==> config.mk <==
export PLATFORM = sky130hd
export DESIGN_NAME = stepper_velocity_ramp_rate_flat
export DESIGN_NICKNAME = d
export VERILOG_FILES = /design/src/svr_pkg.sv /design/src/svr_if.sv /design/src/svr_ctrl.sv /design/src/svr_datapath.sv /design/src/stepper_velocity_ramp_rate.sv /design/src/flat_wrapper.sv
export SDC_FILE = /design/constraint.sdc
export NUM_CORES = 1
export LEC_CHECK = 0
export BUFFER_PORTS_ARGS = -buffer_cell sky130_fd_sc_hd__buf_4
export CORE_AREA = 2 2 157 159
export CTS_CLUSTER_SIZE = 14
export DETAILED_ROUTE_END_ITERATION = 7
export DIE_AREA = 0 0 159 161
export PLACE_DENSITY = 0.75
export SLEW_MARGIN = 20
export SYNTH_ARGS = -nofsm -noshare
export SYNTH_HDL_FRONTEND = slang
export SYNTH_SLANG_ARGS = --single-unit
export TNS_END_PERCENT = 5
==> constraint.sdc <==
create_clock -name clk_i -period 14.93 [get_ports clk_i]
set_input_delay 0.7465 -clock clk_i [delete_from_list [all_inputs] [get_ports clk_i]]
set_output_delay 0.7465 -clock clk_i [all_outputs]
set_load 0.03 [all_outputs]
==> src/svr_pkg.sv <==
// Shared types, codes and constants for the stepper velocity ramp block.
`default_nettype none
package svr_pkg;

  // Motor count and index width (index is a single bit for two motors)
  localparam int unsigned MotorCount = 2;
  localparam int unsigned MotorW     = 1;

  // Field widths
  localparam int unsigned VelW   = 16;
  localparam int unsigned StepW  = 15;
  localparam int unsigned RateW  = 32;
  localparam int unsigned CmpW   = 16;
  localparam int unsigned CntW   = 5;

  // Register reset values
  localparam logic [StepW-1:0] RampStepReset = 15'd26;
  localparam logic [RateW-1:0] RateReset     = 32'd16084954;

  // Saturated compare value
  localparam logic [CmpW-1:0] CmpMax = 16'hFFFF;

  // Item operation codes
  typedef enum logic [1:0] {
    OP_SET   = 2'd0,
    OP_RAMP  = 2'd1,
    OP_APPLY = 2'd2,
    OP_NONE  = 2'd3
  } op_e;

  // Configuration register indexes
  typedef enum logic [0:0] {
    CFG_RAMP_STEP = 1'b0,
    CFG_RATE      = 1'b1
  } cfg_idx_e;

  // Controller to datapath commands
  typedef struct packed {
    logic latch;
    logic update;
    logic div_step;
    logic load_out;
  } svr_cmd_t;

  // Datapath to controller status
  typedef struct packed {
    logic div_last;
  } svr_sts_t;

endpackage
`default_nettype wire

==> src/svr_if.sv <==
// Valid/ready channel interfaces for input items and result items.
`default_nettype none
interface svr_in_if;
  logic                          valid;
  logic                          ready;
  logic [1:0]                    opcode;
  logic [svr_pkg::MotorW-1:0]    motor_index;
  logic signed [svr_pkg::VelW-1:0] velocity;

  modport source (output valid, opcode, motor_index, velocity, input ready);
  modport sink   (input valid, opcode, motor_index, velocity, output ready);
endinterface

interface svr_out_if;
  logic                            valid;
  logic                            ready;
  logic [svr_pkg::MotorW-1:0]      motor_out;
  logic [svr_pkg::CmpW-1:0]        compare_value;
  logic                            running;
  logic signed [svr_pkg::VelW-1:0] present_velocity;

  modport source (output valid, motor_out, compare_value, running, present_velocity,
                  input ready);
  modport sink   (input valid, motor_out, compare_value, running, present_velocity,
                  output ready);
endinterface
`default_nettype wire

==> src/svr_ctrl.sv <==
// Controller state machine: item intake, divider sequencing and result hand-off.
`default_nettype none
module svr_ctrl (
  input  wire logic              clk_i,
  input  wire logic              rst_ni,
  input  wire logic              in_valid_i,
  output logic                   in_ready_o,
  input  wire logic              out_ready_i,
  output logic                   out_valid_o,
  input  wire svr_pkg::svr_sts_t sts_i,
  output svr_pkg::svr_cmd_t      cmd_o
);

  typedef enum logic [3:0] {
    S_IDLE   = 4'b0001,
    S_UPDATE = 4'b0010,
    S_DIV    = 4'b0100,
    S_WAIT   = 4'b1000
  } state_e;

  state_e state_q, state_d;
  logic   out_valid_q, out_valid_d;

  // Decode commands from the current state
  always_comb begin
    cmd_o          = '0;
    cmd_o.latch    = (state_q == S_IDLE) && in_valid_i;
    cmd_o.update   = (state_q == S_UPDATE);
    cmd_o.div_step = (state_q == S_DIV);
    cmd_o.load_out = (state_q == S_WAIT) && (!out_valid_q || out_ready_i);
  end

  assign in_ready_o  = (state_q == S_IDLE);
  assign out_valid_o = out_valid_q;

  // Advance the sequence
  always_comb begin
    state_d = state_q;
    unique case (state_q)
      S_IDLE:   if (in_valid_i) state_d = S_UPDATE;
      S_UPDATE: state_d = S_DIV;
      S_DIV:    if (sts_i.div_last) state_d = S_WAIT;
      S_WAIT:   if (cmd_o.load_out) state_d = S_IDLE;
      default:  state_d = S_IDLE;
    endcase
  end

  // Hold the result beat until the sink takes it
  always_comb begin
    out_valid_d = out_valid_q;
    if (cmd_o.load_out) begin
      out_valid_d = 1'b1;
    end else if (out_ready_i) begin
      out_valid_d = 1'b0;
    end
  end

  always_ff @(posedge clk_i or negedge rst_ni) begin
    if (!rst_ni) begin
      state_q     <= S_IDLE;
      out_valid_q <= 1'b0;
    end else begin
      state_q     <= state_d;
      out_valid_q <= out_valid_d;
    end
  end

endmodule
`default_nettype wire

==> src/svr_datapath.sv <==
// Datapath: config registers, velocity state, ramp step, serial divider, result register.
`default_nettype none
module svr_datapath (
  input  wire logic                            clk_i,
  input  wire logic                            rst_ni,
  input  wire svr_pkg::svr_cmd_t               cmd_i,
  output svr_pkg::svr_sts_t                    sts_o,
  input  wire logic                            cfg_we_i,
  input  wire logic [0:0]                      cfg_idx_i,
  input  wire logic [svr_pkg::RateW-1:0]       cfg_data_i,
  input  wire logic [1:0]                      opcode_i,
  input  wire logic [svr_pkg::MotorW-1:0]      motor_i,
  input  wire logic signed [svr_pkg::VelW-1:0] velocity_i,
  output logic [svr_pkg::MotorW-1:0]           motor_o,
  output logic [svr_pkg::CmpW-1:0]             compare_o,
  output logic                                 running_o,
  output logic signed [svr_pkg::VelW-1:0]      present_vel_o
);

  // Configuration
  logic [svr_pkg::StepW-1:0] ramp_step_q;
  logic [svr_pkg::RateW-1:0] rate_q;

  // Per-motor velocity state
  logic signed [svr_pkg::VelW-1:0] cur_q [svr_pkg::MotorCount];
  logic signed [svr_pkg::VelW-1:0] tgt_q [svr_pkg::MotorCount];

  // Latched item
  svr_pkg::op_e                    op_q;
  logic [svr_pkg::MotorW-1:0]      mot_q;
  logic signed [svr_pkg::VelW-1:0] vin_q;

  // Working velocity and divider
  logic signed [svr_pkg::VelW-1:0] vel_q;
  logic                            pos_q;
  logic [svr_pkg::RateW-1:0]       dvd_q;
  logic [svr_pkg::VelW-1:0]        rem_q;
  logic [svr_pkg::StepW-1:0]       dvs_q;
  logic [svr_pkg::CntW-1:0]        cnt_q;

  // Output register
  logic [svr_pkg::MotorW-1:0]      mot_out_q;
  logic [svr_pkg::CmpW-1:0]        cmp_out_q;
  logic                            run_out_q;
  logic signed [svr_pkg::VelW-1:0] vel_out_q;

  // Ramp and update logic
  logic signed [svr_pkg::VelW-1:0] cur_sel, tgt_sel, ramp_vel, new_cur, new_tgt;
  logic signed [svr_pkg::VelW:0]   delta;
  logic [svr_pkg::VelW:0]          mag;
  logic signed [svr_pkg::VelW:0]   step_ext;

  always_comb begin
    cur_sel  = cur_q[mot_q];
    tgt_sel  = tgt_q[mot_q];
    delta    = {tgt_sel[svr_pkg::VelW-1], tgt_sel} - {cur_sel[svr_pkg::VelW-1], cur_sel};
    mag      = delta[svr_pkg::VelW] ? $unsigned(-delta) : $unsigned(delta);
    step_ext = $signed({2'b00, ramp_step_q});
    if (mag <= $unsigned(step_ext)) begin
      ramp_vel = tgt_sel;
    end else if (delta[svr_pkg::VelW]) begin
      ramp_vel = svr_pkg::VelW'({cur_sel[svr_pkg::VelW-1], cur_sel} - step_ext);
    end else begin
      ramp_vel = svr_pkg::VelW'({cur_sel[svr_pkg::VelW-1], cur_sel} + step_ext);
    end
    new_cur = cur_sel;
    new_tgt = tgt_sel;
    case (op_q)
      svr_pkg::OP_SET:   new_tgt = vin_q;
      svr_pkg::OP_RAMP:  new_cur = ramp_vel;
      svr_pkg::OP_APPLY: begin
        new_tgt = vin_q;
        new_cur = vin_q;
      end
      default: ;
    endcase
  end

  // Restoring divide step: one quotient bit per cycle
  logic [svr_pkg::VelW:0]   rem_sh;
  logic                     q_bit;
  logic [svr_pkg::VelW-1:0] rem_nx;

  always_comb begin
    rem_sh = {rem_q, dvd_q[svr_pkg::RateW-1]};
    q_bit  = (rem_sh >= {2'b00, dvs_q});
    rem_nx = q_bit ? svr_pkg::VelW'(rem_sh - {2'b00, dvs_q})
                   : svr_pkg::VelW'(rem_sh);
  end

  assign sts_o.div_last = (cnt_q == {svr_pkg::CntW{1'b1}});

  // Saturate the quotient; stopped for zero or negative velocity
  logic [svr_pkg::CmpW-1:0] cmp_val;

  always_comb begin
    if (!pos_q) begin
      cmp_val = '0;
    end else if (dvd_q[svr_pkg::RateW-1:svr_pkg::CmpW] != '0) begin
      cmp_val = svr_pkg::CmpMax;
    end else begin
      cmp_val = dvd_q[svr_pkg::CmpW-1:0];
    end
  end

  // Configuration and velocity state
  always_ff @(posedge clk_i or negedge rst_ni) begin
    if (!rst_ni) begin
      ramp_step_q <= svr_pkg::RampStepReset;
      rate_q      <= svr_pkg::RateReset;
      for (int i = 0; i < svr_pkg::MotorCount; i++) begin
        cur_q[i] <= '0;
        tgt_q[i] <= '0;
      end
      cnt_q <= '0;
    end else begin
      if (cfg_we_i) begin
        unique case (svr_pkg::cfg_idx_e'(cfg_idx_i))
          svr_pkg::CFG_RAMP_STEP: ramp_step_q <= cfg_data_i[svr_pkg::StepW-1:0];
          svr_pkg::CFG_RATE:      rate_q      <= cfg_data_i;
          default: ;
        endcase
      end
      if (cmd_i.update) begin
        cur_q[mot_q] <= new_cur;
        tgt_q[mot_q] <= new_tgt;
        cnt_q        <= '0;
      end else if (cmd_i.div_step) begin
        cnt_q <= cnt_q + 1'b1;
      end
    end
  end

  // Item latch, divider and result payload
  always_ff @(posedge clk_i) begin
    if (cmd_i.latch) begin
      op_q  <= svr_pkg::op_e'(opcode_i);
      mot_q <= motor_i;
      vin_q <= velocity_i;
    end
    if (cmd_i.update) begin
      vel_q <= new_cur;
      pos_q <= !new_cur[svr_pkg::VelW-1] && (new_cur != '0);
      dvd_q <= rate_q;
      rem_q <= '0;
      dvs_q <= new_cur[svr_pkg::StepW-1:0];
    end else if (cmd_i.div_step) begin
      dvd_q <= {dvd_q[svr_pkg::RateW-2:0], q_bit};
      rem_q <= rem_nx;
    end
    if (cmd_i.load_out) begin
      mot_out_q <= mot_q;
      cmp_out_q <= cmp_val;
      run_out_q <= (cmp_val != '0);
      vel_out_q <= vel_q;
    end
  end

  assign motor_o       = mot_out_q;
  assign compare_o     = cmp_out_q;
  assign running_o     = run_out_q;
  assign present_vel_o = vel_out_q;

endmodule
`default_nettype wire

==> src/stepper_velocity_ramp_rate.sv <==
// An accepted item runs through an update step, the divide steps and a result register load.
// The 32-step bit-serial restoring divider holds one item; the next is taken after its load.
// A new item is taken while the previous result beat still waits in the output register.
// Reset (rst_ni low, asynchronous): velocities and targets clear to zero, ramp_step
// returns to 26, rate_constant to 16084954, no result is pending.
// Top level: two-motor stepper velocity ramp and timer compare computation.
`default_nettype none
module stepper_velocity_ramp_rate (
  input  wire logic                      clk_i,
  input  wire logic                      rst_ni,
  svr_in_if.sink                         item_i,
  svr_out_if.source                      result_o,
  input  wire logic                      cfg_we_i,
  input  wire logic [0:0]                cfg_idx_i,
  input  wire logic [svr_pkg::RateW-1:0] cfg_data_i
);

  svr_pkg::svr_cmd_t cmd;
  svr_pkg::svr_sts_t sts;

  // Sequence items through the datapath
  svr_ctrl u_ctrl (
    .clk_i       (clk_i),
    .rst_ni      (rst_ni),
    .in_valid_i  (item_i.valid),
    .in_ready_o  (item_i.ready),
    .out_ready_i (result_o.ready),
    .out_valid_o (result_o.valid),
    .sts_i       (sts),
    .cmd_o       (cmd)
  );

  // Compute velocity update and compare value
  svr_datapath u_dp (
    .clk_i         (clk_i),
    .rst_ni        (rst_ni),
    .cmd_i         (cmd),
    .sts_o         (sts),
    .cfg_we_i      (cfg_we_i),
    .cfg_idx_i     (cfg_idx_i),
    .cfg_data_i    (cfg_data_i),
    .opcode_i      (item_i.opcode),
    .motor_i       (item_i.motor_index),
    .velocity_i    (item_i.velocity),
    .motor_o       (result_o.motor_out),
    .compare_o     (result_o.compare_value),
    .running_o     (result_o.running),
    .present_vel_o (result_o.present_velocity)
  );

endmodule
`default_nettype wire

==> src/flat_wrapper.sv <==
// flat-port wrapper written by rule: the top's interface ports become plain ports
module stepper_velocity_ramp_rate_flat 
  (clk_i, rst_ni, cfg_we_i, cfg_idx_i, cfg_data_i, item_i_valid, item_i_opcode, item_i_motor_index, item_i_velocity, item_i_ready, result_o_valid, result_o_motor_out, result_o_compare_value, result_o_running, result_o_present_velocity, result_o_ready);
  svr_in_if item_i_i ();
  svr_out_if result_o_i ();
  input  wire logic clk_i;
  input  wire logic rst_ni;
  input  wire logic cfg_we_i;
  input  wire logic [0:0] cfg_idx_i;
  input  wire logic [svr_pkg::RateW-1:0] cfg_data_i;
  input wire logic [$bits(item_i_i.valid)-1:0] item_i_valid;
  input wire logic [$bits(item_i_i.opcode)-1:0] item_i_opcode;
  input wire logic [$bits(item_i_i.motor_index)-1:0] item_i_motor_index;
  input wire logic [$bits(item_i_i.velocity)-1:0] item_i_velocity;
  output wire logic [$bits(item_i_i.ready)-1:0] item_i_ready;
  output wire logic [$bits(result_o_i.valid)-1:0] result_o_valid;
  output wire logic [$bits(result_o_i.motor_out)-1:0] result_o_motor_out;
  output wire logic [$bits(result_o_i.compare_value)-1:0] result_o_compare_value;
  output wire logic [$bits(result_o_i.running)-1:0] result_o_running;
  output wire logic [$bits(result_o_i.present_velocity)-1:0] result_o_present_velocity;
  input wire logic [$bits(result_o_i.ready)-1:0] result_o_ready;
  assign item_i_i.valid = item_i_valid;
  assign item_i_i.opcode = item_i_opcode;
  assign item_i_i.motor_index = item_i_motor_index;
  assign item_i_i.velocity = item_i_velocity;
  assign item_i_ready = item_i_i.ready;
  assign result_o_valid = result_o_i.valid;
  assign result_o_motor_out = result_o_i.motor_out;
  assign result_o_compare_value = result_o_i.compare_value;
  assign result_o_running = result_o_i.running;
  assign result_o_present_velocity = result_o_i.present_velocity;
  assign result_o_i.ready = result_o_ready;
  stepper_velocity_ramp_rate u_core (.clk_i(clk_i), .rst_ni(rst_ni), .item_i(item_i_i), .result_o(result_o_i), .cfg_we_i(cfg_we_i), .cfg_idx_i(cfg_idx_i), .cfg_data_i(cfg_data_i));
endmodule
# After elaboration in Yosys (flattened, before gate mapping)
# Index checks and enable logic that the tools add are counted.
dict set report totals {
  memories 0
  reg_bits 254
  inputBits 57
  elab_cells 88
  latch_bits 0
  romBits 0
  ramBits 0
}
dict set report op_classes {
  n_div 0
  order_cmp 4
  n_reduce_logical 17
  add_sub_neg 6
  n_bitwise 2
  multipliers 0
  n_shift 0
  eq_ne 10
  mux 28
}
# cell n
set op_table {}
lappend op_table {{2-to-1 mux 16 bit} 13}
lappend op_table {{bitwise mux 32 bit} 2}
lappend op_table {{2-to-1 mux 32 bit} 2}
lappend op_table {{nonzero test 16 bit} 3}
lappend op_table {{one-hot mux 16 bit (2 select lines)} 1}
lappend op_table {{>= comparator 17 x 15 -> 1 bit} 1}
lappend op_table {{less-or-equal comparator 17 x 15 -> 1 bit} 1}
lappend op_table {{2-to-1 mux 17 bit} 1}
lappend op_table {{negation 17 bit} 1}
lappend op_table {{subtractor 16 x 16 -> 17 bit} 1}
lappend op_table {{adder 16 bit} 1}
lappend op_table {{demux 16 bit (select 1 bit)} 1}
lappend op_table {{one-hot mux 4 bit (4 select lines)} 1}
lappend op_table {{subtractor 16 x 15 -> 16 bit} 1}
lappend op_table {{subtractor 16 bit} 1}
lappend op_table {{2-to-1 mux 4 bit} 3}
lappend op_table {{2-to-1 mux 5 bit} 2}
lappend op_table {{adder 5 x 1 -> 5 bit (second input constant)} 1}
lappend op_table {{== test 5 bit (second input constant)} 1}
lappend op_table {{== test 4 x 1 -> 1 bit (second input constant)} 1}
lappend op_table {{== test 4 x 2 -> 1 bit (second input constant)} 1}
lappend op_table {{== test 4 x 3 -> 1 bit (second input constant)} 1}
lappend op_table {{== test 4 bit (second input constant)} 1}
lappend op_table {{logical AND 1 bit} 4}
lappend op_table {{other kinds (16)} 21}

# Logic depth before layout (Yosys ltp)
dict set report depth {
  ltp_word 12
  mapped_depth 30
}

# Hierarchy
# From an unflattened synthesis, not the netlist that was laid out.
dict set report hier_totals {
  cells_unflattened 1218
  area_unflattened_um2 13459.2
}
# module seq_area_each_um2 instances cells_each area_per_inst_um2
set by_module_without_submodules {}
lappend by_module_without_submodules {svr_datapath 6311.1 1 1189 13166.4}
lappend by_module_without_submodules {svr_ctrl 126.4 1 29 292.8}

# Least setup slack after synthesis
# OpenSTA, ideal clock, no wires.
dict set report synth_path {
  kind {flip-flop to flip-flop}
  start {register u_core.u_dp.mot_q}
  end {register u_core.u_dp.pos_q, data pin}
  path_slack_ps 8537
  path_buffers 4
  arrival_time_ps 6117
  stages_incl_launch_ff 28
  cell_sequence {edfxtp_1 clkbuf_1 buf_1 mux2i_1 ha_1 a21o_1 or2_0 o211a_1 o21a_1 o2111ai_1 and2_1 clkbuf_1 clkbuf_1 mux2i_1 ha_1 nor2b_1 o31a_1 o211ai_1 nand2_1 a311oi_1 o31ai_1 a21oi_1 xnor2_1 mux2i_1 o221a_2 inv_1 a211oi_1 a41oi_1}
}
dict set report synth_between {
  elab_chain_len 12
  word_cells_on_any_way 19
  cone_classes {4 x add/sub; 1 x order compare; 10 x mux; 1 x bitwise; 3 x reduce/logical}
}
# element line_no
set synth_lines {}
lappend synth_lines {{from (decl)} svr_datapath.sv:30} ;# logic [svr_pkg::MotorW-1:0] mot_q;
lappend synth_lines {{from (signal assigned)} svr_datapath.sv:138} ;# mot_q <= motor_i;
lappend synth_lines {{NOT 1 -> 2 bit (implied by the code) (*)} {svr_datapath.sv:54, svr_datapath.sv:55}}
lappend synth_lines {{2-to-1 mux 16 bit (on tied branches) (3 in a row)} {svr_datapath.sv:55, svr_datapath.sv:54}}
lappend synth_lines {{subtractor 16 x 16 -> 17 bit} svr_datapath.sv:56} ;# delta = {tgt_sel[svr_pkg::VelW-1], tgt_sel} - {cur_sel[svr_pkg::VelW-1], cur_sel};
lappend synth_lines {{negation 17 bit} svr_datapath.sv:57} ;# mag = delta[svr_pkg::VelW] ? $unsigned(-delta) : $unsigned(delta);
lappend synth_lines {{2-to-1 mux 17 bit} svr_datapath.sv:57}
lappend synth_lines {{less-or-equal comparator 17 x 15 -> 1 bit} svr_datapath.sv:59} ;# if (mag <= $unsigned(step_ext)) begin
lappend synth_lines {{2-to-1 mux 16 bit} svr_datapath.sv:59}
lappend synth_lines {{one-hot mux 16 bit (2 select lines) (*)} svr_datapath.sv:68} ;# case (op_q)
lappend synth_lines {{named net u_core.u_dp.new_cur, one bit} svr_datapath.sv:48} ;# logic signed [svr_pkg::VelW-1:0] cur_sel, tgt_sel, ramp_vel, new_cur, new_tgt;
lappend synth_lines {{nonzero test 16 bit (*)} svr_datapath.sv:143} ;# pos_q <= !new_cur[svr_pkg::VelW-1] && (new_cur != '0);
lappend synth_lines {{logical AND 1 bit (*)} svr_datapath.sv:143}
lappend synth_lines {{to (signal assigned)} svr_datapath.sv:143}
lappend synth_lines {{to (decl)} svr_datapath.sv:35} ;# logic pos_q;
# The timed path passes the listed nets; every way through them passes the cells marked *. The select of a mux whose other input is x is not followed.
# A chain may end at the register's enable or synchronous reset.

# Final worst setup path
# Same ends and word-level chain as after synthesis.

==> results.tsv <==
stage	metric	value	unit
clock_tree	TritonCTS Buffers	26	
synth	FFs w/ async S/R, synth	50.6	%
routing	Routed Antenna Nets	0	
synth	Post-synth EDFFs	102	
cells_and_area	most frequent cells in the layout	124 x mux2_2, 102 x buf_4, 102 x edfxtp_1	
die	row cnt	57	
timing	period utilization	48.8	%
routing	DRC	0	
cells_and_area	# diodes	0	
global_routing	remaining global-route overflow	0	
cells_and_area	Final nets	1403	
routing	Routed WL	30400	um
global_routing	largest net degree at the start of global routing	75	
clock_tree	clock sinks	239	
routing	Routed WL per cell	18.8	um
die	Top Ports	93	
timing	Fin. Hold Viols	0	
critical_path	CP max-delay cell	and2_1	
clock_tree	CTS Root Cell	clkbuf_16	
synth	Post-Syn Area	0.0132	mm2
synth	FF+latch count, synth	239	
routing	drt via density	5.78	
synth	Netlist cell types	73	
clock_tree	Longest Clk Path Bufs	3	
cells_and_area	non-filler cells, final	1619	
clock_tree	CTS tree	built	
synth	Top FF cell, synth	edfxtp_1	
die	core box area	0.0240	mm2
die	Die Ht	161	um
clock_tree	worst-skew pair later-pin latency	0.53	ns
die	starting density of the core	55.0	%
placed_design	number of cells after detailed placement	1571	
timing	fmax	137	MHz
critical_path	slowest cell delay on critical path	0.73	ns
critical_path	data required time of the critical path	15.17	ns
cells_and_area	commonest non-fill, non-tap cell in the layout	mux2_2	
timing	Final Max Tran Viols	0	
critical_path	critical path fanouts, max	35	
job	Max Cap Viol	0	
global_routing	vias in the first global route	9066	
clock_tree	CTS H-tree lvls	1	
placed_design	PortBufs	92	
synth	mean area per synthesized cell	11.1	um2
timing	Setup TNS	0	ns
timing	Final min period	7.29	ns
critical_path	Worst Setup Start Kind	register	
timing	Clock Skew	0.0113	ns
critical_path	CP Class	reg -> reg	
critical_path	crit path DAT	7.52	ns
routing	DRT Pass-1 Iters	5	
critical_path	CP endpoint kind	register	
clock_tree	Post-CTS Setup Inserts	0	
synth	syn_nets	1315	
global_routing	initial antenna violation count	0	
cells_and_area	fillers	1952	
timing	worst hold margin	0.246	ns
timing	Worst Tran Pin Value	0.990	ns
timing	RSZ-0062 raised after global routing	false	
global_routing	first-pass GRT wire length	48600	um
clock_tree	CTS clk-pin slew, worst paths	0.06	ns
cells_and_area	layout cells sized above 1	23.6	%
clock_tree	CTS Hold Bufs	0	
timing	PnR worst setup slack	7.64	ns
routing	Vias	9359	
placed_design	DP HPWL	22200	um
clock_tree	CTS resizes	0	
critical_path	crit-path cells	buf_4 -> mux2i_1 -> ha_1 -> a21o_1 -> or2_0 -> o211a_1 -> o21a_1 -> o2111ai_1 -> and2_1 -> o21ai_0 -> xnor2_1 -> ha_1 -> a22oi_1 -> nand2_1 -> a2111oi_0 -> o21ai_0 -> nand3_1 -> o221a_2 -> nand2_1 -> mux2i_1 -> o221ai_1 -> nor4_1 -> a41oi_1	
routing	initial drt markers	630	
outcome	status	finished clean	
synth	Ys Warns	0	
placed_design	pre-CTS setup slack	7.87	ns
die	die footprint	0.0256	mm2
cells_and_area	area grow syn2layout	14.2	%
global_routing	Total GRT Usage	23.7	%
timing	Max-slew headroom	33.8	%
timing	Final setup viols	0	
worst_hold_path	min-delay worst type	in -> async	
die	DIE WIDTH	159	um
placed_design	RD Place Congestion	0.920	
synth	Seq/Total Area, Yosys	48.9	%
synth	Synth Instances	1187	
==> layout make-up <==
class | count | area, um2 | share of cell area, %
clock buffers | 42 | 762 | 5.07
flip-flops and latches | 239 | 6440 | 42.8
clock inverters | 6 | 80.1 | 0.533
repair buffers | 102 | 766 | 5.09
well taps | 324 | 405 | 2.70
multi-input cells | 827 | 6290 | 41.8
inverters | 79 | 297 | 1.97
==> registers in the layout (all words and copies together) (netlist names) <==
name and flops:
u_core.u_ctrl.state_q 4, u_core.u_dp.vin_q 16, u_core.u_dp.present_vel_o 16, u_core.u_dp.mot_q 1, u_core.u_dp.compare_o 16, u_core.u_dp.running_o 1
u_core.u_dp.vel_q 16, u_core.u_dp.pos_q 1, u_core.u_dp.op_q 2, u_core.u_dp.ramp_step_q 15, u_core.u_ctrl.out_valid_o 1, u_core.u_dp.cnt_q 5
u_core.u_dp.tgt_q 32, u_core.u_dp.rem_q 16, u_core.u_dp.motor_o 1, u_core.u_dp.dvd_q 32, u_core.u_dp.cur_q 32, u_core.u_dp.rate_q 32
==> critical path, delay by kind of cell (launching register included) <==
kind | cells | cell delay (ns)
buffers and inverters | 1 | 0.48
xor gates and xnor gates | 1 | 0.20
and+or+nand+nor | 6 | 2.01
muxes | 2 | 0.68
adders and majority gates | 2 | 0.58
DFF | 1 | 0.33
AOI/OAI and AO/OA | 11 | 2.69
==> worst paths after layout <==
check | from | to | slack (ns) | cells after the start
setup / recovery | u_core.u_dp.mot_q | u_core.u_dp.pos_q | 7.64 | 23
hold / removal | rst_ni | u_core.u_dp.ramp_step_q[7] | 0.25 | 1
setup reg to reg | u_core.u_dp.mot_q | u_core.u_dp.pos_q | 7.64 | 23
hold reg to reg | u_core.u_dp.vel_q[11] | u_core.u_dp.present_vel_o[11] | 0.46 | 0
max in group asynchronous | rst_ni | u_core.u_dp.cur_q[14] | 13.27 | 2
min in group clk_i | item_i_velocity[3] | u_core.u_dp.vin_q[3] | 0.39 | 1
==> logic make-up (layout without fill, tap and decap cells) <==
kind of cell	count (synthesis)	in the layout	synth area share (%)
adders and majority gates	71	71	6.92
muxes	163	163	13.6
AOI/OAI and AO/OA	250	250	12.7
xor gates and xnor gates	58	58	3.86
DFF	239	239	48.9
buffers and inverters	121	229	3.51
and+or+nand+nor	285	285	10.5
==> cell usage after synthesis (9+ instances only) <==
master / count / area share [%]
dfstp_2: 21 / 4.2
edfxtp_1: 102 / 23
mux2i_1: 39 / 3.0
o21ai_0: 64 / 2.4
nor2b_1: 10 / 0.48
a211oi_1: 11 / 0.63
and2_1: 10 / 0.48
clkbuf_1: 33 / 0.94
dfrtp_1: 100 / 19
a21oi_1: 57 / 2.2
nand4_1: 12 / 0.57
nand3_1: 14 / 0.53
a31oi_1: 9 / 0.43
ha_1: 68 / 6.5
nor4_1: 9 / 0.43
xor2_1: 13 / 0.86
o21a_1: 23 / 1.3
a21o_1: 16 / 0.91
o2111ai_1: 9 / 0.60
mux2_2: 124 / 11
nand2_1: 96 / 2.7
dfxtp_1: 16 / 2.4
nor2_1: 68 / 1.9
xnor2_1: 45 / 3.0
nand2b_1: 15 / 0.71
nor3_1: 10 / 0.38
inv_1: 78 / 2.2
==> routing by layer <==
layer / up-vias / GRT usage, % / share of wire [%] / wire, um
met1: 4533 / 32.7 / 44 / 13300
met3: 48 / 3.06 / 5.7 / 1720
met5: - / 0 / 0 / 0
met4: 0 / 7.19 / 2.7 / 831
li1: 4486 / - / - / -
met2: 292 / 39.4 / 48 / 14500
==> through the flow <==
step | util [%] | cell area (um2)
4_1_cts | 62.7 | 15000
6_report | 62.8 | 15000
5_1_grt | 62.8 | 15000
3_3_place_gp | 59.2 | 14200
2_1_floorplan | - | 13200
3_5_place_dp | 59.2 | 14200
Power is left out: the tool's default activity adds up to more than one toggle a clock period on the data nets, which glitch-free logic cannot reach.
